<file path="src/rtl/core/ibk_ram.sv">
`timescale 1ns / 1ps
module ibk_ram #(
    parameter int WIDTH = 8,
    parameter int DEPTH = 16
) (
    input  logic                     i_clk,
    input  logic                     i_we,
    input  logic [$clog2(DEPTH)-1:0] i_waddr,
    input  logic [WIDTH-1:0]         i_wdata,
    input  logic [$clog2(DEPTH)-1:0] i_raddr,
    output logic [WIDTH-1:0]         o_rdata
);

    logic [WIDTH-1:0] r_mem [DEPTH];
    logic [WIDTH-1:0] r_rdata;

    always_ff @(posedge i_clk) begin
        if (i_we) begin
            r_mem[i_waddr] <= i_wdata;
        end
        r_rdata <= r_mem[i_raddr];
    end

    assign o_rdata = r_rdata;

endmodule

</file>
<file path="config.mk">
export PLATFORM = sky130hd
export DESIGN_NAME = ibk_ram
export DESIGN_NICKNAME = d
export VERILOG_FILES = /design/src/rtl/core/ibk_ram.sv
export SDC_FILE = /design/constraint.sdc
export NUM_CORES = 1
export LEC_CHECK = 0
export CAP_MARGIN = 20
export CORE_AREA = 2 2 117 119
export CTS_BUF_LIST = sky130_fd_sc_hd__clkbuf_16
export DETAILED_ROUTE_END_ITERATION = 16
export DIE_AREA = 0 0 119 121
export DONT_BUFFER_PORTS = 1
export GPL_TIMING_DRIVEN = 0
export PLACE_DENSITY = 0.65
export SLEW_MARGIN = 20
export SYNTH_ARGS = -nofsm -noshare
export SYNTH_HDL_FRONTEND = slang
export SYNTH_SLANG_ARGS = --single-unit
</file>
<file path="constraint.sdc">
create_clock -name i_clk -period 1.7 [get_ports i_clk]
set_input_delay 0.085 -clock i_clk [delete_from_list [all_inputs] [get_ports i_clk]]
set_output_delay 0.085 -clock i_clk [all_outputs]
set_load 0.01 [all_outputs]
</file>
After elaboration in Yosys (flattened, before gate mapping)
Memories as Yosys holds them, arrays and structs flattened. A register that Yosys moved wholly into a read port is not among the register bits.
Index checks and enable logic that the tools add are counted.
{"block": "totals", "reg_bits": 0, "output_inout_bits": 8, "ramBits": 128, "mem_count": 1}
{"memory": "r_mem", "depth": 16, "width": 8, "read_ports": 1, "rd_clocked_by_memory_dff": 1, "wr": 1, "line": "14", "text": "logic [WIDTH-1:0] r_mem [DEPTH];"}
{"block": "classes", "mux": 2}
{"operator": "$mux W1", "count": 2}

Depth between registers and ports, before layout
Gate-level depths: netlist (run 1).
{"block": "depth", "word_depth": 2, "mapped_depth": 5, "depth_no_buf": 3}

Least setup slack after synthesis (run 1)
Ideal clock, no wire load.
{"block": "synth_path", "path_kind": "input to register", "from": "input i_waddr[2]", "to": "memory r_mem[0][0], enable pin", "path_stages": 2, "t_arrival_ns": 1.195, "required_time_ns": 1.317, "path_buffers": 0, "slack_ns": 0.122, "path_cell_list": "or3b_2 -> nor3_1"}
{"item": "start, declared", "line": "8", "text": "input logic [$clog2(DEPTH)-1:0] i_waddr,"}
{"item": "end, declared", "line": "14"}
Straight into the memory's write port.

Worst setup path in the final report (run 1)
{"block": "layout_path", "from": "input i_waddr[1]", "to": "memory r_mem[0][3], enable pin"}
Straight into the memory's write port.

==> results of run 1 <==
==> registers in the layout, indices dropped and copies added, names as in the netlist <==
signal	flops
r_mem	128
o_rdata	8
==> worst paths after layout <==
check                    start          end  slack (ps)
setup / recovery    i_waddr[1]  r_mem[0][3]         290
hold / removal      i_raddr[3]   o_rdata[7]         120
setup reg to reg   r_mem[9][2]   o_rdata[2]         310
hold reg to reg   r_mem[11][3]   o_rdata[3]         690
==> stage by stage <==
step | instances | utilization
CTS | 448 | 0.4659
floorplan | 229 | -
global placement | 405 | 0.4102
global route | 450 | 0.4662
finish | 450 | 0.4662
detailed placement | 405 | 0.4117
==> where the power goes <==
part	switching (W)	internal, W
sequential	0.0000311	0.00375
clock	0.00128	0.00241
combinational	0.000188	0.000139
==> synth_stat cells (all sizes together) <==
cell type / number / area (sq um)
a22oi: 16 / 120.1
and2: 1 / 6.260
and2b: 1 / 7.510
buf: 7 / 56.30
clkdlybuf4s25: 3 / 30.03
dfxtp: 8 / 160.2
edfxtp: 128 / 3844
mux4: 32 / 773.2
nand2: 9 / 33.78
nand2b: 2 / 12.51
nand3: 1 / 5.000
nand3b: 2 / 15.01
nor2: 13 / 48.80
nor2b: 1 / 6.260
nor3: 4 / 20.02
or3b: 1 / 8.760
==> layer usage <==
metal  vias to the layer above  track usage  routed length (microns)
li1                       1039            -                        -
met1                      1205       0.2108                     4289
met2                        78       0.2227                     4804
met3                         5      0.05686                      805
met4                         0      0.04018                       46
met5                         -            0                        0
==> layout make-up <==
type	instances	share of cell area
Antenna cell	2	0.0008203
Buffer	10	0.01415
Clock buffer	17	0.06973
Clock inverter	15	0.02830
Multi-Input combinational cell	83	0.1766
Sequential cell	136	0.6563
Tap cell	176	0.03610
Timing Repair Buffer	11	0.01805
==> repair_timing <==
action | CTS | global route
hold buffers | 11 | 0
endpoints found under the hold margin | 162 | 0
buffers inserted | 0 | 0
==> logic make-up after synthesis <==
logic type | synth area share
flip-flops | 0.7778
AO/OA/AOI/OAI | 0.02334
buffers and inverters | 0.01677
multiplexers | 0.1502
AND/OR/NAND/NOR | 0.03184
==> cells in the final DEF (no fill, tap or decap) <==
cell type | synthesis | layout
a22oi_1 | 16 | 16
and2_1 | 1 | 1
and2b_1 | 1 | 1
buf_2 | 3 | 3
buf_4 | 1 | 1
buf_6 | 3 | 3
bufinv_16 | 0 | 4
clkbuf_16 | 0 | 17
clkdlybuf4s25_2 | 3 | 3
clkinv_1 | 0 | 1
clkinv_2 | 0 | 3
clkinvlp_4 | 0 | 2
dfxtp_1 | 8 | 8
diode_2 | 0 | 2
dlygate4sd3_1 | 0 | 11
edfxtp_1 | 128 | 128
inv_1 | 0 | 5
mux4_1 | 14 | 14
mux4_2 | 18 | 18
nand2_1 | 9 | 9
nand2b_1 | 2 | 2
nand3_1 | 1 | 1
nand3b_1 | 2 | 2
nor2_1 | 13 | 13
nor2b_1 | 1 | 1
nor3_2 | 0 | 4
or3b_2 | 1 | 1
==> flow_metrics.py, run 1 <==
metrics = {
    "timing": {
        "fmax_mhz": 709.9,
        "worst_slew_pin_slew_ps": 829.4,
        "holdWs_ps": 120.1,
        "min_period_ps": 1409,
        "rsz0062_at_grt": "no",
        "finClkSkew_ps": 7.877,
        "setup_viol": 0,
        "drv_slew": 0,
        "hold_violations": 0,
        "period_share": 0.8286,
        "slew-limit-headroom": 0.4450,
        "finalSetupTns_ps": 0,
        "worst_slack_ps": 291.4,
    },
    "run": {
        "maxCapViolCount": 0,
    },
    "worst_setup_path": {
        "slowest_delay_ps": 700,
        "critPathTopFamily": "simple AND/OR/NAND/NOR gates",
        "rr_worst_depth": 3,
        "worst-path-buf-inv": 1,
        "cp_max_fo": 8,
        "critPathArrivalTime_ps": 1440,
        "worstPathRequired_ps": 1730,
        "worst_path_max_delay_cell": "nor3_2",
        "crit_cells": 2,
        "path_cells": "dlygate4sd3_1 -> nor3_2",
        "path_class": "input port to flop",
        "critical_path.startpoint_type": "input port",
        "cp-end-kind": "flop",
    },
    "floorplanning": {
        "die_w_microns": 119,
        "num_io_pins": 26,
        "dieArea_sq_um": 14400,
        "core_area_sq_um": 13090,
        "start_util": 0.3934,
        "die_h_microns": 121,
        "num_rows": 42,
    },
    "placement": {
        "placedInstanceArea_sq_um": 5388,
        "port_buffers": 0,
        "pre_cts_ws_ps": 18.97,
        "hpwl_mm": 6.204,
        "globalplace.congestion": 0.6830,
    },
    "routing": {
        "drtPass1Iterations": 4,
        "wl_mm": 9.946,
        "vias": 2327,
        "wire_per_inst_microns": 22.10,
        "drc_errors": 0,
        "viasPerCell": 5.171,
        "postRouteAntennaNets": 0,
        "drt_iter0_drc": 241,
    },
    "grt": {
        "antenna_found_initial": 2,
        "grt_first_pass_wirelength_mm": 15.10,
        "grt_max_degree": 17,
        "grt_pass1_vias": 2444,
        "grt_use_total": 0.1505,
        "overflow": 0,
    },
    "synth": {
        "synth_area_per_cell_sq_um": 22.48,
        "yosysSeqAreaShare": 0.7778,
        "ys_ff_latch": 136,
        "ys_types": 19,
        "synthCells": 229,
        "syn_nets": 247,
        "synth_area_sq_um": 5147,
        "yosysWarnings": 0,
    },
    "finish": {
        "fill_cells": 1066,
        "synthToLayoutAreaGrowth_pct": 18.52,
        "drive_gt1_frac": 0.2169,
        "multi_input_area_sq_um": 1077,
        "layout.nets": 277,
        "seqCellArea_sq_um": 4004,
        "design_area_sq_um": 6101,
    },
    "clock_tree": {
        "cts_buffers": 17,
        "cts-root-buf": "clkbuf_16",
        "clock_path_buffers": 2,
        "cts_tree": "done",
        "clock_sinks": 136,
        "clock_latency_ps": 410,
        "clk_pin_slew_ps": 60,
        "ctsResizeCount": 0,
        "h-tree-depth": 4,
    },
    "pwr": {
        "p_total_w": 0.007798,
        "p_leak_nw": 1.999,
        "power_density_nw_per_um2": 1278,
        "ir_worst_vdd_v": 0.0007282,
    },
    "worst_hold_path": {
        "min_path_type": "input port to flop",
        "min_delay_path_depth": 3,
    },
    "run_status": {
        "status": "complete, no violations",
    },
}
No activity file was read; power rests on OpenSTA's default activity.
==> run 2, diff against run 1 <==
--- a/config.mk
+++ b/config.mk
@@ -12,7 +12,7 @@
 export DIE_AREA = 0 0 119 121
 export DONT_BUFFER_PORTS = 1
 export GPL_TIMING_DRIVEN = 0
-export PLACE_DENSITY = 0.65
+export PLACE_DENSITY = 0.66
 export SLEW_MARGIN = 20
 export SYNTH_ARGS = -nofsm -noshare
 export SYNTH_HDL_FRONTEND = slang
==> constraint.sdc (replaced) <==
create_clock -name i_clk -period 1.19 [get_ports i_clk]
set_input_delay 0.0595 -clock i_clk [delete_from_list [all_inputs] [get_ports i_clk]]
set_output_delay 0.0595 -clock i_clk [all_outputs]
set_load 0.01 [all_outputs]
==> flow_metrics.py, run 2 (synthesis results as in run 1) <==
metrics = {
    "run_status": {
        "status": "complete, but fails checks",
        "violations": "hold timing, setup timing",
    },
    "placement": {
        "pre_cts_ws_ps": -323.5,
        "hpwl_mm": 6.229,
        "globalplace.congestion": 0.7093,
        "port_buffers": 0,
    },
    "clock_tree": {
        "clock_path_buffers": 2,
        "cts_buffers": 17,
        "cts-root-buf": "clkbuf_16",
        "h-tree-depth": 4,
        "cts_hold_buf": 9,
        "postCtsSetupBuffers": 0,
        "clock_latency_ps": 410,
        "clock_sinks": 136,
        "cts_tree": "done",
        "clk_pin_slew_ps": 60,
    },
    "finish": {
        "antenna_cells": 0,
        "seqCellArea_sq_um": 4004,
        "layout.nets": 275,
        "fill_cells": 1099,
        "largest_register_ffs": 128,
        "synthToLayoutAreaGrowth_pct": 18.64,
        "final_util": 0.4667,
        "final_common_cell": "edfxtp_1",
        "multi_input_area_sq_um": 1115,
        "drive_gt1_frac": 0.3148,
        "most-common-layout-cells": "128 x edfxtp_1, 27 x mux4_2, 17 x clkbuf_16, 11 x a22oi_2, 10 x nor2_1",
        "top_register": "r_mem",
    },
    "grt": {
        "grt_first_pass_wirelength_mm": 15.28,
        "grt_use_met2": 0.2277,
        "grt_max_degree": 17,
        "grtUsageMet3": 0.04229,
        "grt_use_total": 0.1519,
        "overflow": 0,
        "grt_pass1_vias": 2441,
        "gr-usage-met1": 0.2093,
        "antenna_found_initial": 0,
        "top_usage_layer": "met2",
    },
    "worst_setup_path": {
        "reg2reg_to": "o_rdata[4]",
        "critPathArrivalTime_ps": 1590,
        "path_class": "flop to flop",
        "critical_path.startpoint_type": "flop",
        "cp-end-kind": "flop",
        "worstPathRequired_ps": 1470,
        "crit_start": "r_mem[6][4]",
        "rr_worst_depth": 3,
        "cp_max_fo": 1,
        "r2r_setup_slack_ps": -120,
        "worstReg2RegStart": "r_mem[6][4]",
        "critical_path.endpoint": "o_rdata[4]",
    },
    "pwr": {
        "p_leak_nw": 1.942,
        "power_density_nw_per_um2": 1812,
        "ir_worst_vdd_v": 0.0008495,
    },
    "routing": {
        "postRouteAntennaNets": 0,
        "wire_per_inst_microns": 22.75,
        "drc_errors": 0,
        "drt_iter0_drc": 195,
        "drtPass1Iterations": 4,
        "viasPerCell": 5.278,
        "wl_mm": 10.15,
        "vias": 2354,
    },
    "floorplanning": {
        "core_area_sq_um": 13090,
        "die_h_microns": 121,
        "dieArea_sq_um": 14400,
        "num_rows": 42,
        "die_w_microns": 119,
        "start_util": 0.3934,
        "num_io_pins": 26,
    },
    "timing": {
        "rsz0062_at_grt": "yes",
        "period_share": 1.099,
        "setup_viol": 8,
        "slew-limit-headroom": 0.4400,
        "hold_violations": 32,
        "holdWs_ps": -117.3,
        "drv_slew": 0,
        "finClkSkew_ps": 5.335,
        "min_period_ps": 1308,
        "worst_slew_pin_slew_ps": 836.9,
        "finalSetupTns_ps": -601.3,
        "worst_slack_ps": -117.6,
        "fmax_mhz": 764.7,
    },
    "worst_hold_path": {
        "min_path_type": "input port to flop",
    },
    "run": {
        "maxCapViolCount": 0,
    },
}
run 2: cell count changes in the layout (fill, tap and decap cells not counted), moves of 3 or more:
cell,before,now
a22oi_1,16,5
a22oi_2,0,11
mux4_1,14,5
mux4_2,18,27
inv_1,5,0
nor2_1,13,10
nor2_2,0,3
run 2: worst min-delay path by stage:
stage	depth (start not counted)	endpoint	slack (ps)	from
after floorplan	0	r_mem[0][0]	160	i_wdata[0]
after global placement	0	r_mem[6][6]	160	i_wdata[6]
after detailed placement	0	r_mem[14][2]	160	i_wdata[2]
after CTS	1	r_mem[0][0]	-130	i_waddr[1]
after global routing	1	r_mem[0][0]	-130	i_waddr[1]
final	1	r_mem[0][0]	-120	i_waddr[1]
run 2: per-stage QoR:
stage / instance area, sq um / power, W / std cells
4_1_cts: 6097 / 0.01112 / 446
6_report: 6107 / 0.01107 / 446
2_1_floorplan: 5186 / 0.005773 / 229
5_1_grt: 6107 / 0.01137 / 446
3_3_place_gp: 5406 / 0.005875 / 405
3_5_place_dp: 5411 / 0.005886 / 405
run 2: critical path, cell delays in order, from the launching register on:
cell and delay, ps:
edfxtp_1 380, mux4_2 510, a22oi_2 180, nand2_1 110
run 2: cell type report:
class,count,share of cell area
Buffer,10,0.01537
Multi-Input combinational cell,83,0.1825
Tap cell,176,0.03606
Timing Repair Buffer,9,0.01475
Clock buffer,17,0.06966
Sequential cell,136,0.6556
Clock inverter,15,0.02602
run 2: where the power goes:
| group | leakage, nW | switching, W | internal (W) |
|---|---|---|---|
| clock network | 0.285 | 0.00191 | 0.00326 |
| registers | 1.22 | 0.0000466 | 0.00536 |
| logic | 0.434 | 0.000285 | 0.000214 |
run 2: per-layer routing:
layer / vias up / wire length [microns]
li1: 1025 / -
met1: 1234 / 4504
met2: 80 / 4798
met3: 15 / 670
met4: 0 / 174
met5: - / 0
run 2: what timing repair did:
action / in CTS / in global routing
gates resized for setup: 11 / 9
pin swaps: 5 / 4
cloned: 0 / 0
endpoints found under the setup margin: 8 / 8
endpoints found under the hold margin: 161 / 32
==> run 3, diff against run 2 <==
--- a/config.mk
+++ b/config.mk
@@ -6,13 +6,13 @@
 export NUM_CORES = 1
 export LEC_CHECK = 0
 export CAP_MARGIN = 20
-export CORE_AREA = 2 2 117 119
+export CORE_AREA = 2 2 147 149
 export CTS_BUF_LIST = sky130_fd_sc_hd__clkbuf_16
 export DETAILED_ROUTE_END_ITERATION = 16
-export DIE_AREA = 0 0 119 121
+export DIE_AREA = 0 0 149 151
 export DONT_BUFFER_PORTS = 1
 export GPL_TIMING_DRIVEN = 0
-export PLACE_DENSITY = 0.66
+export PLACE_DENSITY = 0.5
 export SLEW_MARGIN = 20
 export SYNTH_ARGS = -nofsm -noshare
 export SYNTH_HDL_FRONTEND = slang
==> flow_metrics.py, run 3 (synthesis results as in run 1) <==
metrics = {
    "grt": {
        "gr-usage-met1": 0.1370,
        "antenna_found_initial": 0,
        "grt_pass1_vias": 2504,
        "grtUsageMet3": 0.03735,
        "grt_max_degree": 17,
        "grt_use_total": 0.1047,
        "grt_use_met2": 0.1622,
        "overflow": 0,
        "top_usage_layer": "met2",
        "grt_first_pass_wirelength_mm": 16.11,
    },
    "timing": {
        "setup_viol": 24,
        "worst_slack_ps": -237.6,
        "rsz0062_at_grt": "yes",
        "holdWs_ps": 25.38,
        "hold_violations": 0,
        "min_period_ps": 1428,
        "slew-limit-headroom": 0.4068,
        "finClkSkew_ps": 16.25,
        "period_share": 1.200,
        "worst_slew_pin_slew_ps": 886.5,
        "fmax_mhz": 700.5,
        "drv_slew": 0,
    },
    "worst_setup_path": {
        "critical_path.endpoint": "o_rdata[1]",
        "crit_start": "r_mem[0][1]",
        "path_class": "flop to flop",
        "r2r_setup_slack_ps": -240,
        "worst_path_max_delay_cell": "mux4_2",
        "cp-end-kind": "flop",
        "reg2reg_to": "o_rdata[1]",
        "worst-path-buf-inv": 0,
        "rr_worst_depth": 3,
        "slowest_delay_ps": 500,
        "critPathTopFamily": "multiplexers",
        "worstReg2RegStart": "r_mem[0][1]",
        "worstPathRequired_ps": 1460,
        "crit_cells": 3,
        "cp_max_fo": 1,
        "critPathArrivalTime_ps": 1700,
        "critical_path.startpoint_type": "flop",
        "path_cells": "mux4_2 -> a22oi_2 -> nand2_1",
    },
    "pwr": {
        "share_comb_of_total_power": 0.047,
        "p_int_w": 0.008616,
        "power_density_nw_per_um2": 1744,
        "ir_worst_vdd_v": 0.0008777,
        "p_sw_w": 0.002250,
        "p_leak_nw": 1.956,
        "swShare": 0.2071,
        "power_frac_clock": 0.455,
        "seqPwrFrac": 0.498,
    },
    "routing": {
        "wl_mm": 11.00,
        "vias": 2307,
        "drt_iter0_drc": 237,
        "postRouteAntennaNets": 0,
        "viasPerCell": 4.218,
        "drc_errors": 0,
        "wire_per_inst_microns": 20.11,
        "drtPass1Iterations": 4,
    },
    "finish": {
        "seqCellArea_sq_um": 4004,
        "final_common_cell": "edfxtp_1",
        "largest_register_ffs": 128,
        "drive_gt1_frac": 0.2941,
        "fill_cells": 2064,
        "antenna_cells": 0,
        "layout.nets": 278,
        "top_register": "r_mem",
        "most-common-layout-cells": "128 x edfxtp_1, 24 x mux4_2, 17 x clkbuf_16, 11 x dlygate4sd3_1, 10 x nor2_1",
        "synthToLayoutAreaGrowth_pct": 21.05,
        "final_util": 0.2992,
        "multi_input_area_sq_um": 1111,
    },
    "clock_tree": {
        "clock_latency_ps": 420,
        "h-tree-depth": 4,
        "cts_tree": "done",
        "clk_pin_slew_ps": 60,
        "postCtsSetupBuffers": 0,
        "clock_path_buffers": 2,
        "cts-root-buf": "clkbuf_16",
        "clock_sinks": 136,
        "cts_buffers": 17,
    },
    "floorplanning": {
        "die_w_microns": 149,
        "num_io_pins": 26,
        "num_rows": 53,
        "start_util": 0.2472,
        "core_area_sq_um": 20820,
        "dieArea_sq_um": 22500,
        "die_h_microns": 151,
    },
    "run_status": {
        "violations": "setup timing",
        "status": "complete, but fails checks",
    },
    "run": {
        "maxCapViolCount": 0,
    },
    "placement": {
        "port_buffers": 0,
        "pre_cts_ws_ps": -413.1,
        "globalplace.congestion": 0.7079,
        "hpwl_mm": 7.023,
    },
    "worst_hold_path": {
        "min_path_type": "input port to flop",
        "min_from": "i_waddr[1]",
    },
}
run 3: cell count changes in the layout (fill, tap and decap cells not counted), moves of 2 or more:
cell / change
a22oi_2: -4
nand2_1: -2
a22oi_1: +4
nand2_2: +2
mux4_1: +3
mux4_2: -3
dlygate4sd3_1: +2
clkinv_2: -2
run 3: routing by layer:
metal	vias up	wire [microns]
met5	-	0
met2	72	5289
met3	8	758
li1	1028	-
met1	1199	4812
met4	0	141
run 3: final cells by class:
type | instances | area share
Multi-Input combinational cell | 83 | 0.1783
Clock inverter | 14 | 0.02169
Timing Repair Buffer | 12 | 0.01888
Clock buffer | 17 | 0.06827
Tap cell | 275 | 0.05522
Sequential cell | 136 | 0.6426
Buffer | 10 | 0.01506
run 3: worst min-delay path by stage:
stage / endpoint / slack, ps / cells after the start
floorplan: r_mem[0][0] / 160 / 0
global placement: r_mem[0][0] / 160 / 0
detailed placement: r_mem[1][0] / 160 / 0
CTS: r_mem[0][4] / -130 / 1
global route: r_mem[12][2] / 0.2 / 2
finish: r_mem[12][0] / 30 / 2
run 3: power groups by stage:
stage          Combinational, W  Sequential [W]  Clock [W]
2_1_floorplan          0.000280         0.00549          0
3_3_place_gp           0.000393         0.00550          0
3_5_place_dp           0.000395         0.00551          0
4_1_cts                0.000510         0.00541    0.00505
5_1_grt                0.000552         0.00542    0.00526
6_report               0.000512         0.00541    0.00495
run 3: stage by stage:
| stage | total power (W) | setup TNS, ps | instance area [sq um] | std cells |
|---|---|---|---|---|
| after floorplan | 0.005773 | -21.09 | 5186 | 229 |
| after global placement | 0.005895 | -31070 | 5530 | 504 |
| after detailed placement | 0.005903 | -27170 | 5543 | 505 |
| after CTS | 0.01097 | -1257 | 6212 | 545 |
| after global routing | 0.01123 | -5687 | 6231 | 547 |
| final | 0.01087 | -4610 | 6231 | 547 |
run 3: timing repair:
item	in CTS	in global routing
setup endpoints to repair	8	8
hold buffers	9	2
resized for setup	13	2
pin swaps	6	0
hold endpoints to repair	154	24
