[src/rtl/core/ibk_pkg.sv]
`timescale 1ns / 1ps
package ibk_pkg;

    localparam int MAX_BOOKINGS = 1024;
    localparam int MAX_DOUBLES  = 1024;
    localparam int TIME_BITS    = 30;

    localparam int BK_IDX_W = $clog2(MAX_BOOKINGS);
    localparam int BK_CNT_W = $clog2(MAX_BOOKINGS + 1);
    localparam int DB_IDX_W = $clog2(MAX_DOUBLES);
    localparam int DB_CNT_W = $clog2(MAX_DOUBLES + 1);
    localparam int CMP_W    = (BK_CNT_W > DB_CNT_W) ? BK_CNT_W : DB_CNT_W;
    localparam int SPAN_W   = 2 * TIME_BITS;

    typedef enum logic [1:0] {
        ST_OK     = 2'd0,
        ST_TRIPLE = 2'd1,
        ST_FULL   = 2'd2
    } t_status;

    typedef struct packed {
        logic [TIME_BITS-1:0] interval_start;
        logic [TIME_BITS-1:0] interval_end;
    } t_req;

    typedef struct packed {
        logic    accepted;
        t_status status;
    } t_rsp;

    typedef struct packed {
        logic [TIME_BITS-1:0] lo;
        logic [TIME_BITS-1:0] hi;
    } t_span;

    typedef struct packed {
        logic                we;
        logic [BK_IDX_W-1:0] waddr;
        t_span               wdata;
        logic [BK_IDX_W-1:0] raddr;
    } t_bk_cmd;

    typedef struct packed {
        logic                we;
        logic [DB_IDX_W-1:0] waddr;
        t_span               wdata;
        logic [DB_IDX_W-1:0] raddr;
    } t_db_cmd;

    typedef struct packed {
        logic valid;
        t_rsp rsp;
    } t_seq_res;

endpackage

[src/rtl/core/ibk_seq.sv]
`timescale 1ns / 1ps
module ibk_seq
    import ibk_pkg::*;
(
    input  logic     i_clk,
    input  logic     i_rst_n,
    input  logic     i_req_valid,
    input  t_req     i_req,
    output logic     o_busy,
    output t_bk_cmd  o_bk_cmd,
    input  t_span    i_bk_rdata,
    output t_db_cmd  o_db_cmd,
    input  t_span    i_db_rdata,
    output t_seq_res o_res,
    input  logic     i_res_stall
);

    typedef enum logic [2:0] {
        S_IDLE,
        S_SCAN,
        S_DECIDE,
        S_FILL,
        S_BOOK,
        S_DONE
    } t_state;

    t_state              r_state;
    t_req                r_req;
    logic [BK_CNT_W-1:0] r_bcount;
    logic [DB_CNT_W-1:0] r_dcount;
    logic [CMP_W-1:0]    r_idx;
    logic                r_pend_b;
    logic                r_pend_d;
    logic                r_hit;
    logic [BK_CNT_W-1:0] r_need;
    t_rsp                r_rsp;
    logic                r_bk_we;
    logic                r_db_we;
    logic [DB_IDX_W-1:0] r_db_waddr;
    t_span               r_db_wdata;

    function automatic logic [TIME_BITS-1:0] tmax(logic [TIME_BITS-1:0] a,
                                                  logic [TIME_BITS-1:0] b);
        return (a > b) ? a : b;
    endfunction

    function automatic logic [TIME_BITS-1:0] tmin(logic [TIME_BITS-1:0] a,
                                                  logic [TIME_BITS-1:0] b);
        return (a < b) ? a : b;
    endfunction

    logic             bk_meet;
    logic             db_meet;
    logic             idx_lt_b;
    logic             idx_lt_d;
    logic [CMP_W-1:0] room;
    logic             full;
    t_span            isect;

    assign isect.lo = tmax(i_bk_rdata.lo, r_req.interval_start);
    assign isect.hi = tmin(i_bk_rdata.hi, r_req.interval_end);
    assign bk_meet  = isect.lo < isect.hi;
    assign db_meet  = tmax(i_db_rdata.lo, r_req.interval_start)
                    < tmin(i_db_rdata.hi, r_req.interval_end);

    assign idx_lt_b = r_idx < CMP_W'(r_bcount);
    assign idx_lt_d = r_idx < CMP_W'(r_dcount);
    assign room     = CMP_W'(MAX_DOUBLES) - CMP_W'(r_dcount);
    assign full     = (CMP_W'(r_bcount) >= CMP_W'(MAX_BOOKINGS))
                   || (CMP_W'(r_need) > room);

    always_ff @(posedge i_clk) begin
        if (!i_rst_n) begin
            r_state  <= S_IDLE;
            r_bcount <= '0;
            r_dcount <= '0;
            r_pend_b <= 1'b0;
            r_pend_d <= 1'b0;
            r_bk_we  <= 1'b0;
            r_db_we  <= 1'b0;
        end else begin
            r_bk_we <= 1'b0;
            r_db_we <= 1'b0;
            unique case (r_state)
                S_IDLE: begin
                    if (i_req_valid) begin
                        r_req    <= i_req;
                        r_idx    <= '0;
                        r_hit    <= 1'b0;
                        r_need   <= '0;
                        r_pend_b <= 1'b0;
                        r_pend_d <= 1'b0;
                        if (i_req.interval_start >= i_req.interval_end) begin
                            r_rsp   <= '{accepted: 1'b1, status: ST_OK};
                            r_state <= S_DONE;
                        end else begin
                            r_state <= S_SCAN;
                        end
                    end
                end
                S_SCAN: begin
                    // data read last cycle arrives now
                    if (r_pend_d && db_meet) begin
                        r_hit <= 1'b1;
                    end
                    if (r_pend_b && bk_meet) begin
                        r_need <= r_need + BK_CNT_W'(1);
                    end
                    if (idx_lt_b || idx_lt_d) begin
                        r_pend_b <= idx_lt_b;
                        r_pend_d <= idx_lt_d;
                        r_idx    <= r_idx + CMP_W'(1);
                    end else begin
                        r_pend_b <= 1'b0;
                        r_pend_d <= 1'b0;
                        r_state  <= S_DECIDE;
                    end
                end
                S_DECIDE: begin
                    r_idx <= '0;
                    priority if (r_hit) begin
                        r_rsp   <= '{accepted: 1'b0, status: ST_TRIPLE};
                        r_state <= S_DONE;
                    end else if (full) begin
                        r_rsp   <= '{accepted: 1'b0, status: ST_FULL};
                        r_state <= S_DONE;
                    end else begin
                        r_state <= S_FILL;
                    end
                end
                S_FILL: begin
                    // append each overlap to the double table past its live entries
                    if (r_pend_b && bk_meet) begin
                        r_db_we    <= 1'b1;
                        r_db_waddr <= r_dcount[DB_IDX_W-1:0];
                        r_db_wdata <= isect;
                        r_dcount   <= r_dcount + DB_CNT_W'(1);
                    end
                    if (idx_lt_b) begin
                        r_pend_b <= 1'b1;
                        r_idx    <= r_idx + CMP_W'(1);
                    end else begin
                        r_pend_b <= 1'b0;
                        r_state  <= S_BOOK;
                    end
                end
                S_BOOK: begin
                    r_bk_we  <= 1'b1;
                    r_bcount <= r_bcount + BK_CNT_W'(1);
                    r_rsp    <= '{accepted: 1'b1, status: ST_OK};
                    r_state  <= S_DONE;
                end
                S_DONE: begin
                    if (!i_res_stall) begin
                        r_state <= S_IDLE;
                    end
                end
                default: r_state <= S_IDLE;
            endcase
        end
    end

    // booking write lands in the cycle after S_BOOK, at the old count
    logic [BK_IDX_W-1:0] bk_waddr;
    assign bk_waddr = BK_IDX_W'(r_bcount - BK_CNT_W'(1));

    assign o_busy = (r_state != S_IDLE);

    assign o_bk_cmd.we          = r_bk_we;
    assign o_bk_cmd.waddr       = bk_waddr;
    assign o_bk_cmd.wdata.lo    = r_req.interval_start;
    assign o_bk_cmd.wdata.hi    = r_req.interval_end;
    assign o_bk_cmd.raddr       = r_idx[BK_IDX_W-1:0];

    assign o_db_cmd.we          = r_db_we;
    assign o_db_cmd.waddr       = r_db_waddr;
    assign o_db_cmd.wdata       = r_db_wdata;
    assign o_db_cmd.raddr       = r_idx[DB_IDX_W-1:0];

    assign o_res.valid = (r_state == S_DONE);
    assign o_res.rsp   = r_rsp;

endmodule

[config.mk]
export PLATFORM = sky130hd
export DESIGN_NAME = ibk_seq
export DESIGN_NICKNAME = d
export VERILOG_FILES = /design/src/rtl/core/ibk_pkg.sv /design/src/rtl/core/ibk_seq.sv
export SDC_FILE = /design/constraint.sdc
export NUM_CORES = 1
export LEC_CHECK = 0
export BUFFER_PORTS_ARGS = -buffer_cell sky130_fd_sc_hd__buf_2
export CELL_PAD_IN_SITES_DETAIL_PLACEMENT = 0
export CELL_PAD_IN_SITES_GLOBAL_PLACEMENT = 1
export CORE_UTILIZATION = 42
export CTS_CLUSTER_DIAMETER = 200
export CTS_CLUSTER_SIZE = 14
export DETAILED_ROUTE_END_ITERATION = 16
export GPL_ROUTABILITY_DRIVEN = 0
export PLACE_DENSITY = 0.83
export SYNTH_ARGS = -nofsm -noshare
export SYNTH_HDL_FRONTEND = slang
export SYNTH_SLANG_ARGS = --single-unit
export TNS_END_PERCENT = 100
[constraint.sdc]
create_clock -name i_clk -period 10.2 [get_ports i_clk]
set_clock_uncertainty 0.1 [all_clocks]
set_input_delay 0 -clock i_clk [delete_from_list [all_inputs] [get_ports i_clk]]
set_output_delay 0 -clock i_clk [all_outputs]
set_load 0.1 [all_outputs]
# [Word level (Yosys, flattened, before mapping)]
# Index checks and enable logic that the tools add are counted.
[op_classes] n_addsub=6 magnitude_cmp=11 n_eq_ne=15 muxes=33 n_reduce_logical=21
[op_table] operator="less-than comparator 30 bit" n=4
[op_table] operator="two-way mux 30 bit" n=4
[op_table] operator="greater-than comparator 30 bit" n=2
[op_table] operator="adder 11 x 1 -> 11 bit, second input constant" n=4
[op_table] operator="two-way mux 11 bit" n=4
[op_table] operator="case mux 11 bit (4 select lines)" n=1
[op_table] operator="two-way mux 3 bit" n=11
[op_table] operator=">= comparator 30 bit" n=1
[op_table] operator="less-than comparator 11 bit" n=2
[op_table] operator="case mux 11 bit (2 select lines)" n=1
[op_table] operator="inequality test 2 bit, second input constant" n=9
[op_table] operator="case mux 3 bit (6 select lines)" n=1
[op_table] operator="AND reduction 4 bit" n=3
[op_table] operator=">= comparator 11 bit, second input constant" n=1
[op_table] operator="greater-than comparator 11 bit" n=1
[op_table] operator="subtractor 11 bit, first input constant" n=1
[op_table] operator="AND reduction 5 bit" n=2
[op_table] operator="subtractor 10 x 1 -> 10 bit, second input constant" n=1
[op_table] operator="case mux 3 bit (3 select lines)" n=1
[op_table] operator="nonzero test 3 bit" n=3
[op_table] operator="AND reduction 2 bit" n=4
[op_table] operator="two-way mux 1 bit" n=7
[op_table] operator="equality test 3 x 2 -> 1 bit, second input constant" n=2
[op_table] operator="equality test 3 bit, second input constant" n=2
[op_table] operator="10 further kinds" n=14
[word_totals] regBits=185 output_inout_bits=167

# [Depth between registers and ports, before layout]
# Gate-level depths: netlist of the first run.
[logic_depth] word_depth=6 mapped_depth=24

# [Least setup slack after synthesis of the first run]
# No wires, ideal clock.
[synth_timing] path_kind="reg-to-reg" startpoint="register r_req, in the netlist o_bk_cmd[68]" endpoint="register r_db_wdata, in the netlist o_db_cmd[10], enable pin" setup_ns=0.498 arrival_time_ns=8.183 setup_slack_ns=1.418 stages_incl_launch_ff=22 n_path_buf=3 period_less_slack_ns=8.782 path_cell_list="edfxtp_1 > inv_1 > ha_1 > a21oi_1 > nand2_1 > a221oi_1 > nand4_1 > o211ai_2 > buf_1 > clkbuf_1 > mux2_2 > ha_1 > a21oi_1 > nor3_1 > a2111oi_0 > o2111ai_1 > nor2_1 > nand3b_1 > o21a_1 > or3_1 > buf_2 > nor2_1"
[synth_lines] item="start: declaration" line_no="ibk_seq.sv:28" source="t_req r_req;"
[synth_lines] item="start signal: assignment" line_no="ibk_seq.sv:87" source="r_req <= i_req;"
[synth_lines] item="end signal: assignment" line_no="ibk_seq.sv:136" source="r_db_wdata <= isect;"
[synth_lines] item="end: declaration" line_no="ibk_seq.sv:40" source="t_span r_db_wdata;"

# [Final worst setup path of the first run]
[layout_timing] startpoint="register r_req, in the netlist o_bk_cmd[25]" endpoint="register r_db_wdata, in the netlist o_db_cmd[66], enable pin"
[layout_via] elab_chain_len=5
[layout_lines] item="less-than comparator 30 bit" line_no="ibk_seq.sv:49" source="return (a < b) ? a : b;"
[layout_lines] item="two-way mux 30 bit *" line_no="ibk_seq.sv:49"
[layout_lines] item="less-than comparator 30 bit *" line_no="ibk_seq.sv:62" source="assign bk_meet = isect.lo < isect.hi;"
[layout_lines] item="logical AND 1 bit *" line_no="ibk_seq.sv:133" source="if (r_pend_b && bk_meet) begin"
[layout_lines] item="AND reduction 3 bit (no line) *"
# Mark *: on every way between the ends. The rest lies on a longest branch, timed or not.
# A chain may end at the register's enable or synchronous reset.

==> results of run 1 <==
worst paths after layout:
check	to	slack [ns]
worst max register to register	o_db_cmd[66]	2.36
worst min register to register	r_pend_d	0.37
worst min-delay path	o_bk_cmd[64]	0.16
worst max-delay path	o_db_cmd[66]	2.36
synth_stat cells (2+ instances only):
master / n
sky130_fd_sc_hd__a2111oi_0: 6
sky130_fd_sc_hd__a211oi_1: 8
sky130_fd_sc_hd__a21boi_0: 2
sky130_fd_sc_hd__a21o_1: 41
sky130_fd_sc_hd__a21oi_1: 87
sky130_fd_sc_hd__a221o_1: 2
sky130_fd_sc_hd__a221oi_1: 3
sky130_fd_sc_hd__and2_1: 5
sky130_fd_sc_hd__and3_1: 10
sky130_fd_sc_hd__and4_1: 2
sky130_fd_sc_hd__buf_1: 4
sky130_fd_sc_hd__buf_2: 6
sky130_fd_sc_hd__buf_4: 22
sky130_fd_sc_hd__clkbuf_1: 16
sky130_fd_sc_hd__clkinv_1: 2
sky130_fd_sc_hd__dfxtp_1: 29
sky130_fd_sc_hd__edfxtp_1: 156
sky130_fd_sc_hd__ha_1: 244
sky130_fd_sc_hd__inv_1: 154
sky130_fd_sc_hd__mux2_2: 31
sky130_fd_sc_hd__mux2i_1: 59
sky130_fd_sc_hd__nand2_1: 96
sky130_fd_sc_hd__nand2b_1: 13
sky130_fd_sc_hd__nand3_1: 20
sky130_fd_sc_hd__nand4_1: 53
sky130_fd_sc_hd__nor2_1: 85
sky130_fd_sc_hd__nor2b_1: 11
sky130_fd_sc_hd__nor3_1: 24
sky130_fd_sc_hd__nor3b_1: 3
sky130_fd_sc_hd__nor4_1: 11
sky130_fd_sc_hd__nor4b_1: 2
sky130_fd_sc_hd__o211ai_1: 5
sky130_fd_sc_hd__o211ai_2: 2
sky130_fd_sc_hd__o21a_1: 10
sky130_fd_sc_hd__o21ai_0: 89
sky130_fd_sc_hd__o22ai_1: 2
sky130_fd_sc_hd__o31ai_1: 4
sky130_fd_sc_hd__or3_1: 13
sky130_fd_sc_hd__or4_1: 3
sky130_fd_sc_hd__xnor2_1: 32
sky130_fd_sc_hd__xor2_1: 11
critical path, delay by kind of cell, from the launching register on:
family                   cells  cell delay, ns
buffers and inverters        3            1.21
multiplexers                 1            0.37
adder cells (fa/ha/maj)      2            0.62
flip-flops                   1            0.42
AND/OR/NAND/NOR              9            2.84
AO/OA/AOI/OAI                5            1.82
metrics by stage:
step	cell area, um^2	setup WS, ns
finish	17900	2.36
floorplan	13900	1.42
global route	17900	1.87
CTS	17900	2.31
global placement	16000	2.74
detailed placement	16000	2.35
routing by layer:
layer	vias to the layer above	GRT usage, %	wire [um]
met3	79	4.71	2980
met4	0	11.6	1530
met2	469	46.9	22300
li1	5998	-	-
met1	5838	34.6	20100
met5	-	0	0
kinds of logic (layout without fill, tap and decap cells):
logic type	after synthesis	in the layout	synth area share, %
and+or+nand+nor	357	357	12.7
AOI/OAI and AO/OA	271	271	11.8
adders and majority gates	244	244	22.0
buffers and inverters	204	670	6.16
DFF	185	185	37.9
muxes	91	91	6.87
xor gates and xnor gates	43	43	2.71
other	0	5	0
layout make-up:
cell class | count | area [um^2]
diodes | 5 | 12.5
clock buffers | 18 | 439
clock inverters | 14 | 161
fillers | 2970 | 14600
inverters | 156 | 586
multi-input cells | 1006 | 7820
flip-flops and latches | 185 | 5270
well taps | 442 | 553
repair buffers | 482 | 3050
layout by cell type (no fill, tap or decap), types with 12 or more instances in the layout:
cell / netlist / routed
sky130_fd_sc_hd__dfxtp_1: 29 / 29
sky130_fd_sc_hd__nand2_1: 96 / 95
sky130_fd_sc_hd__edfxtp_1: 156 / 156
sky130_fd_sc_hd__mux2i_1: 59 / 59
sky130_fd_sc_hd__nand3_1: 20 / 20
sky130_fd_sc_hd__clkbuf_16: 0 / 17
sky130_fd_sc_hd__nor2_1: 85 / 82
sky130_fd_sc_hd__o21ai_0: 89 / 89
sky130_fd_sc_hd__buf_2: 6 / 350
sky130_fd_sc_hd__a21o_1: 41 / 41
sky130_fd_sc_hd__nand4_1: 53 / 53
sky130_fd_sc_hd__xnor2_1: 32 / 32
sky130_fd_sc_hd__nand2b_1: 13 / 12
sky130_fd_sc_hd__or3_1: 13 / 13
sky130_fd_sc_hd__nor3_1: 24 / 24
sky130_fd_sc_hd__a21oi_1: 87 / 87
sky130_fd_sc_hd__inv_1: 154 / 154
sky130_fd_sc_hd__ha_1: 244 / 244
sky130_fd_sc_hd__mux2_2: 31 / 31
sky130_fd_sc_hd__dlygate4sd3_1: 0 / 124
flip-flops by register name (all words and copies together), names as in the netlist:
signal      cells
r_idx          11
r_dcount       11
o_db_cmd       60
o_res           3
r_db_waddr     10
o_bk_cmd       60
r_pend_d        1
r_pend_b        1
r_need         11
r_state         3
r_bcount       11
r_bk_we         1
r_db_we         1
r_hit           1
power by group:
| part | leakage (uW) | switching (uW) | internal (uW) | total (uW) |
|---|---|---|---|---|
| logic | 0.00628 | 725 | 330 | 1060 |
| clock network | 0.000290 | 343 | 335 | 678 |
| registers | 0.00167 | 60.1 | 883 | 943 |
| total | 0.00824 | 1130 | 1550 | 2680 |
==> qor.yml, run 1 <==
drt-vias-per-instance: 5.37
worst_slew_pin_slew_ns: 1.01
clock_tree.buffer_depth: 2
synthTopCellsByArea: "sky130_fd_sc_hd__edfxtp_1 (34%), sky130_fd_sc_hd__ha_1 (22%), sky130_fd_sc_hd__mux2i_1 (4.2%)"
synth.cell_area_mm2: 0.0139
fmax_ghz: 0.128
post-layout-total-power_uw: 2680
grt_util_all_layers_pct: 27.6
worstPathRequired_ns: 10.20
design.core.area_mm2: 0.0325
power-per-cell-area_mw_per_mm2: 150
timing.hold.worst_path_depth: 2
synthesis.area_per_instance_um2: 9.97
place.detailed.hpwl_um: 37700
postSynthNetCount: 1823
placement.io_buffers: 350
floorplan.die_area_mm2: 0.0338
worstHoldPathType: "input pin to register"
final_antenna_net_count: 0
antenna_found_initial: 6
final_net_count: 2276
dominantRegCellSynth: "sky130_fd_sc_hd__edfxtp_1"
irDropWorstVdd_mv: 0.144
drt_first_pass_iters: 5
postSynthCellCount: 1395
timing_worst_setup_path_type: "register to register"
grt_setup_unrepaired: "no"
final_layout_size_suffix_gt1_share_pct: 23.4
period_needed_ns: 7.84
totalNegativeSetupSlack_ns: 0
slew_viols_final: 0
max_cap_viol_count: 0
ctsResizeCount: 0
synth_edf_count: 156
remaining_drc_errors: 0
holdCritStartpoint: "i_req[54]"
place_inst: 2147
leakage_dissipation_uw: 0.00824
maximum_number_of_pins_on_one_net_before_global_route_repair: 50
worstRegToRegCells: 20
clock_tree.root_cell: "sky130_fd_sc_hd__clkbuf_16"
placementRows: 66
endpoint_class_of_the_critical_path: "register"
max_stage_delay_cell_worst_path: "sky130_fd_sc_hd__a2111oi_0"
clock_sink_count: 185
post_cts.repair.setup_buffers: 0
grt.overflow.total: 0
cts_hold_repair.buffers: 124
cts.htree.levels: 4
synth-seq-cells: 185
crit_path_cell_trace: "inv_1 > ha_1 > nand4_1 > or4_1 > a311oi_1 > o21ai_1 > nand2_2 > buf_4 > mux2i_1 > ha_1 > nand4_1 > nor3_1 > a2111oi_0 > o2111ai_1 > nor2_1 > nand3b_1 > o21a_1 > or3_1 > nor2_4 > buf_4"
post-route-period-util_pct: 76.8
cell_taking_the_most_area_after_synthesis: "sky130_fd_sc_hd__edfxtp_1"
drt-wirelength-per-cell_um: 20.3
final.hold.worst_slack_ns: 0.158
worst_setup_path_startpoint: "o_bk_cmd[25]"
initial_core_util_pct: 42.7
worstSetupStartpointType: "register"
post-route-util_pct: 55.0
tritoncts: "yes"
crit-reg2reg-launch: "o_bk_cmd[25]"
layout.cells.non_filler: 2308
wirelength_um: 46800
critPathArrivalTime_ns: 7.83
area_growth_pct: 28.7
slew_headroom_pct: 32.8
slowest_delay_ns: 0.71
ports: 351
run_status: "finished, final reports clean"
insertion_delay_ns: 0.47
maximum_net_fanout_on_the_critical_path: 43
die_x_um: 184
synth-async-reset-ratio_pct: 0
clk_transition_reported_paths_ns: 0.09
synthesis.yosys.warnings: 0
setup_viol: 0
numCtsBuffers: 17
yosysSeqAreaShare_pct: 37.9
die-height_um: 184
grt_pass1_vias: 12400
synth_top_area_share_pct: 33.7
grt_first_pass_wirelength_um: 69300
routed-via-count: 12400
hold_violations: 0
netlist-cell-type-count: 58
first_iter_violations: 894
No activity file was read; power rests on OpenSTA's default activity.
==> run 2, diff against run 1 <==
--- a/config.mk
+++ b/config.mk
@@ -5,15 +5,16 @@
 export SDC_FILE = /design/constraint.sdc
 export NUM_CORES = 1
 export LEC_CHECK = 0
+export ABC_AREA = 1
 export BUFFER_PORTS_ARGS = -buffer_cell sky130_fd_sc_hd__buf_2
 export CELL_PAD_IN_SITES_DETAIL_PLACEMENT = 0
 export CELL_PAD_IN_SITES_GLOBAL_PLACEMENT = 1
-export CORE_UTILIZATION = 42
+export CORE_UTILIZATION = 36
 export CTS_CLUSTER_DIAMETER = 200
 export CTS_CLUSTER_SIZE = 14
 export DETAILED_ROUTE_END_ITERATION = 16
 export GPL_ROUTABILITY_DRIVEN = 0
-export PLACE_DENSITY = 0.83
+export PLACE_DENSITY = 0.78
 export SYNTH_ARGS = -nofsm -noshare
 export SYNTH_HDL_FRONTEND = slang
 export SYNTH_SLANG_ARGS = --single-unit
==> constraint.sdc (replaced) <==
create_clock -name i_clk -period 7.1 [get_ports i_clk]
set_clock_uncertainty 0.1 [all_clocks]
set_input_delay 0 -clock i_clk [delete_from_list [all_inputs] [get_ports i_clk]]
set_output_delay 0 -clock i_clk [all_outputs]
set_load 0.1 [all_outputs]
==> qor.yml, run 2 <==
run_status: "finished, final reports clean"
layout.cells.non_filler: 2657  # +15%
timing_worst_setup_path_type: "register to register"
grt_pass1_vias: 12900  # +3.9%
worstSetupStartpointType: "register"
synth.cell_area_mm2: 0.0140  # +0.66%
drt_first_pass_iters: 7  # +2
synth_top_area_share_pct: 33.5  # -0.22 points
numCtsBuffers: 17  # unchanged
drt-wirelength-per-cell_um: 17.7  # -13%
maximum_net_fanout_on_the_critical_path: 70  # +63%
final_layout_size_suffix_gt1_share_pct: 19.2  # -4.2 points
slew_viols_final: 0  # unchanged
critical_path_cell_count: 17  # -15%
ctsResizeCount: 0  # unchanged
synth-seq-cells: 185  # unchanged
clock_tree.buffer_depth: 2  # unchanged
yosysSeqAreaShare_pct: 37.6  # -0.25 points
synth.most_common_cell: "sky130_fd_sc_hd__nand2_1"
clk_transition_reported_paths_ns: 0.07  # -0.02 ns
total_switching_power_uw: 2820  # +150%
netlist_top_cells_count: "sky130_fd_sc_hd__nand2_1 (324), sky130_fd_sc_hd__ha_1 (244), sky130_fd_sc_hd__inv_1 (230)"
netlist-cell-type-count: 42  # -28%
die_x_um: 199  # +8.3%
final.hold.worst_slack_ns: 0.162  # +0.00438 ns
grt_first_pass_wirelength_um: 70800  # +2.2%
dominantRegCellSynth: "sky130_fd_sc_hd__edfxtp_1"
tritoncts: "yes"
cp_top_family: "simple AND/OR/NAND/NOR gates"
die-height_um: 199  # +8.3%
worstPathRequired_ns: 7.15  # -3.05 ns
first_iter_violations: 829  # -7.3%
irDropWorstVdd_mv: 0.596  # +310%
place_inst: 2494  # +16%
placement.io_buffers: 350  # unchanged
placementRows: 71  # +7.6%
max_stage_delay_cell_worst_path: "sky130_fd_sc_hd__nand2_2"
period_needed_ns: 5.93  # -1.91 ns
slew_headroom_pct: 27.0  # -5.8 points
timing.hold.worst_path_depth: 2  # unchanged
worstRegToRegCells: 17  # -15%
leakage_dissipation_uw: 0.00850  # +3.2%
hold_violations: 0  # unchanged
post-layout-total-power_uw: 5400  # +100%
synthesis.area_per_instance_um2: 8.33  # -16%
synthesis.yosys.warnings: 0  # unchanged
initial_core_util_pct: 36.9  # -5.8 points
totalNegativeSetupSlack_ns: 0  # unchanged
slowest_delay_ns: 0.80  # +0.09 ns
postSynthCellCount: 1681  # +21%
post-route-period-util_pct: 83.5  # +6.6 points
maximum_number_of_pins_on_one_net_before_global_route_repair: 71  # +42%
synth_edf_count: 156  # unchanged
endpoint_class_of_the_critical_path: "register"
cts.htree.levels: 4  # unchanged
switching_share_pct: 52.3  # +10 points
grt_setup_unrepaired: "no"
wirelength_um: 46900  # +0.13%
critPathArrivalTime_ns: 5.98  # -1.85 ns
grt.overflow.total: 0  # unchanged
place.detailed.hpwl_um: 37500  # -0.57%
area_growth_pct: 28.4
cell_taking_the_most_area_after_synthesis: "sky130_fd_sc_hd__edfxtp_1"
worst_slew_pin_slew_ns: 1.09  # +0.0835 ns
design.core.area_mm2: 0.0379  # +17%
setup_viol: 0  # unchanged
power_report.internal_total_uw: 2580  # +66%
worstHoldPathType: "input pin to register"
worst_path_bufs_invs: 2  # -1
final_antenna_net_count: 0  # unchanged
power.share.clock_pct: 17.2  # -8.1 points
floorplan.die_area_mm2: 0.0397  # +17%
insertion_delay_ns: 0.47  # about the same
routed-via-count: 13200  # +6.2%
layout_commonest_cell: "sky130_fd_sc_hd__buf_2"
final_cell_mix: "sky130_fd_sc_hd__buf_2 (350), sky130_fd_sc_hd__nand2_1 (322), sky130_fd_sc_hd__ha_1 (244), sky130_fd_sc_hd__inv_1 (230), sky130_fd_sc_hd__a21oi_1 (183)"
fill_cells: 3672  # +24%
post-route-util_pct: 47.4  # -7.6 points
final_net_count: 2553  # +12%
synthTopCellsByArea: "sky130_fd_sc_hd__edfxtp_1 (33%), sky130_fd_sc_hd__ha_1 (22%), sky130_fd_sc_hd__nand2_1 (8.7%)"
grt_util_all_layers_pct: 23.8  # -3.8 points
seq_power_share_pct: 28.5  # -6.7 points
post_cts.repair.setup_buffers: 0  # unchanged
clock_sink_count: 185  # unchanged
power-per-cell-area_mw_per_mm2: 301  # +100%
synth-async-reset-ratio_pct: 0  # unchanged
ports: 351  # unchanged
remaining_drc_errors: 0  # unchanged
fmax_ghz: 0.169  # +32%
clock_tree.root_cell: "sky130_fd_sc_hd__clkbuf_16"
drt-vias-per-instance: 4.95  # -7.7%
comb_power_share_pct: 54.3  # +15 points
postSynthNetCount: 2109  # +16%
max_cap_viol_count: 0  # unchanged
crit_path_cell_trace: "inv_1 > ha_1 > nand2_1 > nor2_1 > nand3_1 > nor2_1 > nand2_1 > nand2_2 > o21ai_0 > ha_1 > nand4_1 > or3_1 > nor4_1 > nand2_4 > nand3_2 > nor2_4 > buf_12"
antenna_found_initial: 8  # +2
[run 2: timing repair]
action | 4_1_cts | 5_1_grt
hold buffers | 123 | 0
endpoints found under the setup margin | 0 | 0
hold endpoints to repair | 144 | 0
[run 2: cells by family (layout without fill, tap and decap cells)]
kind of cell | count (synthesis) | count (layout) | share of synthesized area, %
other cells | 0 | 8 | 0
fa+ha+maj | 244 | 244 | 21.8
compound gates | 321 | 321 | 12.3
xor+xnor | 19 | 19 | 1.19
simple gates | 624 | 624 | 18.7
buf+inv | 288 | 745 | 8.38
flops | 185 | 185 | 37.6
[run 2: power groups by stage]
stage / sequential, uW / combinational [uW] / clock, uW
global placement: 1560 / 2830 / 0
CTS: 1540 / 2930 / 950
global route: 1560 / 3220 / 986
floorplan: 1910 / 1920 / 0
detailed placement: 1560 / 2870 / 0
finish: 1540 / 2930 / 930
[run 2: final cells by class]
cell class | count | area [um^2] | area share, %
Antenna cell | 8 | 20.0 | 0.111
Clock buffer | 22 | 464 | 2.58
Clock inverter | 10 | 70.1 | 0.390
Inverter | 235 | 882 | 4.91
Multi-Input combinational cell | 1208 | 7590 | 42.3
Sequential cell | 185 | 5270 | 29.3
Tap cell | 511 | 639 | 3.56
Timing Repair Buffer | 478 | 3030 | 16.9
[run 2: stage by stage]
step	area, um^2	setup slack [ns]
after global placement	16200	1.16
final	18000	1.17
after CTS	17900	1.15
after detailed placement	16200	1.17
after floorplan	14000	0.596
after global routing	18000	0.748
[run 2: final timing paths]
path           startpoint           end  slack (ns)
max          o_bk_cmd[39]  o_db_cmd[32]        1.17
min reg2reg  r_bcount[10]  r_bcount[10]        0.38
min             i_req[56]  o_bk_cmd[66]        0.16
max reg2reg  o_bk_cmd[39]  o_db_cmd[32]        1.17
[run 2: per-layer routing]
layer	GRT usage (%)	up-vias	routed length, um
met5	0	-	11
met4	7.78	2	1040
met3	4.76	55	3350
met2	40.2	447	22000
met1	30.3	6033	20500
li1	-	6617	-
